--- src/rtl/lde_pkg.sv ---
// package for the list deque engine: payload structs, codes, sizes and
// the command and status groups between controller and datapath
// no dependencies
`default_nettype none

package lde_pkg;

  // store geometry
  localparam int unsigned Depth      = 256;
  localparam int unsigned DataW      = 32;
  localparam int unsigned IdxW       = $clog2(Depth);
  localparam int unsigned CntW       = $clog2(Depth + 1);

  // request and result field widths
  localparam int unsigned ValueW     = 32;
  localparam int unsigned PosW       = 31;
  localparam int unsigned CountW     = 9;
  localparam int unsigned StepW      = $clog2(PosW);

  typedef enum logic [1:0] {
    ReqPushFront = 2'd0,
    ReqPushBack  = 2'd1,
    ReqPopFront  = 2'd2,
    ReqRead      = 2'd3
  } req_e;

  typedef enum logic [1:0] {
    StOk    = 2'd0,
    StEmpty = 2'd1,
    StFull  = 2'd2
  } status_e;

  typedef struct packed {
    req_e                     req_type;
    logic signed [ValueW-1:0] value;
    logic [PosW-1:0]          position;
  } in_req_t;

  typedef struct packed {
    logic signed [ValueW-1:0] data;
    status_e                  status;
    logic [CountW-1:0]        count;
  } out_rsp_t;

  // controller to datapath
  typedef struct packed {
    logic load;
    logic div_start;
    logic access;
    logic emit;
  } dp_cmd_t;

  // datapath to controller
  typedef struct packed {
    logic need_div;
    logic div_done;
    logic out_free;
  } dp_sts_t;

  // value field to stored width, sign-extended or truncated
  function automatic logic [DataW-1:0] to_store(logic signed [ValueW-1:0] v);
    return DataW'(v);
  endfunction

  // stored entry back to the data field, sign-extended
  function automatic logic signed [ValueW-1:0] from_store(logic [DataW-1:0] s);
    return ValueW'(signed'(s));
  endfunction

endpackage

`default_nettype wire

--- src/rtl/lde_ctrl.sv ---
// controller state machine: accept, remainder, store access, result
// depends on lde_pkg
`default_nettype none

module lde_ctrl import lde_pkg::*; (
  input  logic    clk_i,
  input  logic    rst_ni,
  input  logic    in_valid_i,
  output logic    in_stall_o,
  input  dp_sts_t sts_i,
  output dp_cmd_t cmd_o
);

  typedef enum logic [3:0] {
    StIdle   = 4'b0001,
    StDiv    = 4'b0010,
    StAccess = 4'b0100,
    StResult = 4'b1000
  } state_e;

  state_e state_q, state_d;

  always_comb begin
    state_d = state_q;
    cmd_o   = '0;
    unique case (state_q)
      StIdle: begin
        if (in_valid_i) begin
          cmd_o.load = 1'b1;
          if (sts_i.need_div) begin
            cmd_o.div_start = 1'b1;
            state_d         = StDiv;
          end else begin
            state_d = StAccess;
          end
        end
      end
      StDiv: begin
        if (sts_i.div_done) begin
          state_d = StAccess;
        end
      end
      StAccess: begin
        cmd_o.access = 1'b1;
        state_d      = StResult;
      end
      StResult: begin
        if (sts_i.out_free) begin
          cmd_o.emit = 1'b1;
          state_d    = StIdle;
        end
      end
      default: state_d = StIdle;
    endcase
  end

  always_ff @(posedge clk_i or negedge rst_ni) begin
    if (!rst_ni) begin
      state_q <= StIdle;
    end else begin
      state_q <= state_d;
    end
  end

  assign in_stall_o = (state_q != StIdle);

endmodule

`default_nettype wire

--- config.mk ---
export PLATFORM = sky130hd
export DESIGN_NAME = lde_ctrl
export DESIGN_NICKNAME = d
export VERILOG_FILES = /design/src/rtl/lde_pkg.sv /design/src/rtl/lde_ctrl.sv
export SDC_FILE = /design/constraint.sdc
export NUM_CORES = 1
export LEC_CHECK = 0
export BUFFER_PORTS_ARGS = -buffer_cell sky130_fd_sc_hd__buf_2
export CAP_MARGIN = 20
export CORE_AREA = 3 3 40 42
export CTS_CLUSTER_DIAMETER = 50
export DETAILED_ROUTE_END_ITERATION = 16
export DIE_AREA = 0 0 43 45
export PLACE_DENSITY = 0.41
export SLEW_MARGIN = 20
export SYNTH_ARGS = -nofsm -noshare
export SYNTH_HDL_FRONTEND = slang
export SYNTH_SLANG_ARGS = --single-unit
--- constraint.sdc ---
create_clock -name clk_i -period 1.75 [get_ports clk_i]
set_input_delay 0.175 -clock clk_i [delete_from_list [all_inputs] [get_ports clk_i]]
set_output_delay 0.175 -clock clk_i [all_outputs]
set_load 0.05 [all_outputs]
==> flow_metrics.py <==
metrics = {
    "pwr": {
        "p_total_mw": 0.646,
        "p_leak_nw": 0.197,
        "internal-power_mw": 0.336,
        "power_density_nw_per_um2": 1600,
        "p_sw_share_pct": 47.9,
        "ir_drop_uv": 453,
        "seqPwrFrac_pct": 27.0,
        "combPwrFrac_pct": 53.2,
        "clkPwrFrac_pct": 19.8,
        "netSwitchingPower_mw": 0.310,
    },
    "worst_setup_path": {
        "r2r_slack_ns": 0.47,
        "regToRegEndpoint": "state_q[0]",
        "crit_end": "cmd_o[0]",
        "worstPathArrival_ns": 1.51,
        "setup.worst_path.end_class": "output port",
        "crit_fanout": 6,
        "crit_required_ns": 1.57,
        "setup.worst_path.start": "state_q[2]",
        "path_class": "flop to output port",
        "crit_path_start_kind": "flop",
        "worstReg2RegStart": "state_q[2]",
        "rr_worst_depth": 3,
    },
    "die": {
        "pin_count": 11,
        "floorplan.initialDensity_pct": 20.1,
        "die_x_um": 43,
        "rows": 13,
        "dieArea_um2": 1940,
        "chipHeight_um": 45,
        "core_area_um2": 1280,
    },
    "grt": {
        "antenna_found_initial": 0,
        "grt_pass1_wl_um": 1190,
        "grt_pass1_vias": 283,
        "grt_usage_pct": 8.52,
        "overflow": 0,
        "grt_max_degree": 8,
    },
    "layout": {
        "final_nets": 51,
        "seq_area_um2": 101,
        "largest_reg_flops": 4,
        "area_growth_pct": 56.3,
        "multiInputGateArea_um2": 171,
        "regMostFlops": "state_q",
        "fin_util_pct": 31.4,
        "fin_cells": 59,
        "antennaDiodeCount": 0,
        "layout-drive-gt1-share_pct": 50.0,
        "fin_area_um2": 403,
        "nFillCells": 146,
        "reg.largest.list": "state_q (4)",
    },
    "yosys": {
        "ys_async_sr_fraction_pct": 100,
        "synth_cells": 27,
        "synth_top_area_cell": "dfrtp_1",
        "syn_area_per_cell_um2": 9.55,
        "synth_area_leaders": "dfrtp_1 29%, dfstp_2 10%, o21bai_4 7.3%, nand3b_1 5.8%, nor2_1 5.8%",
        "synth_top_area_share_pct": 29.1,
        "synth_ff_type": "dfrtp_1",
        "synth_cell_types": 17,
        "syn_area_um2": 258,
        "syn-num-nets": 33,
        "ys_warn_count": 0,
        "synth_common_cells": "4 x nor2_1, 3 x dfrtp_1",
        "ys_seq_elements": 4,
        "ys_seq_area_share_pct": 39.3,
        "yosysMostFrequentCell": "nor2_1",
        "synth_edf_count": 0,
    },
    "timing": {
        "fmax_mhz": 593,
        "holdWs_ns": 0.205,
        "final-hold-violation-count": 0,
        "tightest_slew_ns": 0.249,
        "fin_tns_setup_ns": 0,
        "slew-limit-headroom_pct": 83.5,
        "finClkSkew_ns": 0.00620,
        "rsz0062_at_grt": "no",
        "min_period_ns": 1.69,
        "worst_slack_ns": 0.0646,
        "setup_viol": 0,
        "finalCritPeriodShare_pct": 96.3,
        "drv_slew": 0,
    },
    "flow_run": {
        "cap_violations": 0,
    },
    "routing": {
        "via_count": 264,
        "totalWireLength_um": 680,
        "initialDrtViolationCount": 2,
        "vias_per_cell": 4.47,
        "drt_first_pass_iters": 2,
        "wl_per_cell_um": 11.5,
        "detail-route-antenna-nets": 0,
        "drc_errors": 0,
    },
    "clocking": {
        "clk_path_buf_depth": 2,
        "clk_pin_slew_ns": 0.04,
        "cts_buffers": 3,
        "post-cts-setup-buffer-count": 0,
        "cts-root-buf": "clkbuf_4",
        "cts.sinks": 4,
        "clock_latency_ns": 0.24,
        "cts_tree": "done",
        "ctsHtreeMaxLevel": 1,
    },
    "placement": {
        "dpl.cell_count": 54,
        "dpl_cell_area_um2": 364,
        "dp_hpwl_um": 558,
        "port-buffer-count": 10,
        "gp_congestion": 0.726,
        "dp_slack_ns": 0.259,
    },
    "run_status": {
        "status": "finished clean",
    },
    "hold_path": {
        "hp-class": "input pin to flop",
    },
}
==> layer usage <==
metal | wire, um | up-vias | track usage, %
met5 | 0 | - | 0
met3 | 40 | 0 | 4.78
met4 | 0 | 0 | 3.61
met2 | 368 | 9 | 14.4
met1 | 272 | 124 | 8.76
li1 | - | 131 | -
==> area by class of cell <==
cell class / count / area share [%]
multi-input cells: 21 / 42.5
flip-flops and latches: 4 / 25.2
repair buffers: 13 / 19.3
clock buffers: 4 / 6.52
well taps: 15 / 4.66
inverters: 2 / 1.86
==> worst min-delay path by stage <==
stage / start / to / slack, ns / depth (start not counted)
5_1_grt: sts_i[0] / state_q[3] / 0.21 / 2
4_1_cts: sts_i[0] / state_q[3] / 0.20 / 2
3_5_place_dp: rst_ni / state_q[1] / -0.02 / 1
6_report: sts_i[0] / state_q[3] / 0.20 / 2
3_3_place_gp: rst_ni / state_q[1] / -0.02 / 1
2_1_floorplan: rst_ni / state_q[1] / -0.12 / 0
==> critical path: stages, from the launching register on <==
cell	delay, ns
dfrtp_1	0.43
or4b_4	0.54
nor2_2	0.10
buf_4	0.20
==> cell families after synthesis <==
logic type / Yosys count / share of synthesized area [%]
AO/OA/AOI/OAI: 4 / 13.1
buffers and inverters: 2 / 2.91
flip-flops: 4 / 39.3
AND/OR/NAND/NOR: 17 / 44.7
==> layout by cell type, fill, tap and decap left out <==
cell           netlist  layout
nor2_1               4       3
nor3_1               2       1
dlygate4sd3_1        0       1
and3_1               1       1
a21oi_1              1       1
nor3b_1              2       2
nor2_2               0       1
or4b_4               1       1
and3b_1              1       1
o21ai_0              2       2
clkbuf_4             0       3
o21bai_4             1       1
nor4b_4              0       1
or2b_1               1       1
nand3_1              1       1
buf_4                0       3
inv_1                2       2
dfrtp_1              3       3
nand3b_1             2       2
buf_2                0       9
clkbuf_1             0       1
nor3_2               1       2
dfstp_2              1       1
==> timing repair <==
action | CTS | global route
hold buffers | 1 | 0
setup endpoints to repair | 1 | 0
hold endpoints to repair | 4 | 0
gates resized for setup | 1 | 0
==> power by group through the flow <==
stage | registers (mW) | clock network [mW] | logic, mW
3_3_place_gp | 0.175 | 0 | 0.346
3_5_place_dp | 0.177 | 0 | 0.346
2_1_floorplan | 0.179 | 0 | 0.250
5_1_grt | 0.182 | 0.144 | 0.372
6_report | 0.175 | 0.128 | 0.344
4_1_cts | 0.176 | 0.135 | 0.349
Note: power is estimated with default switching activity, not from simulation.
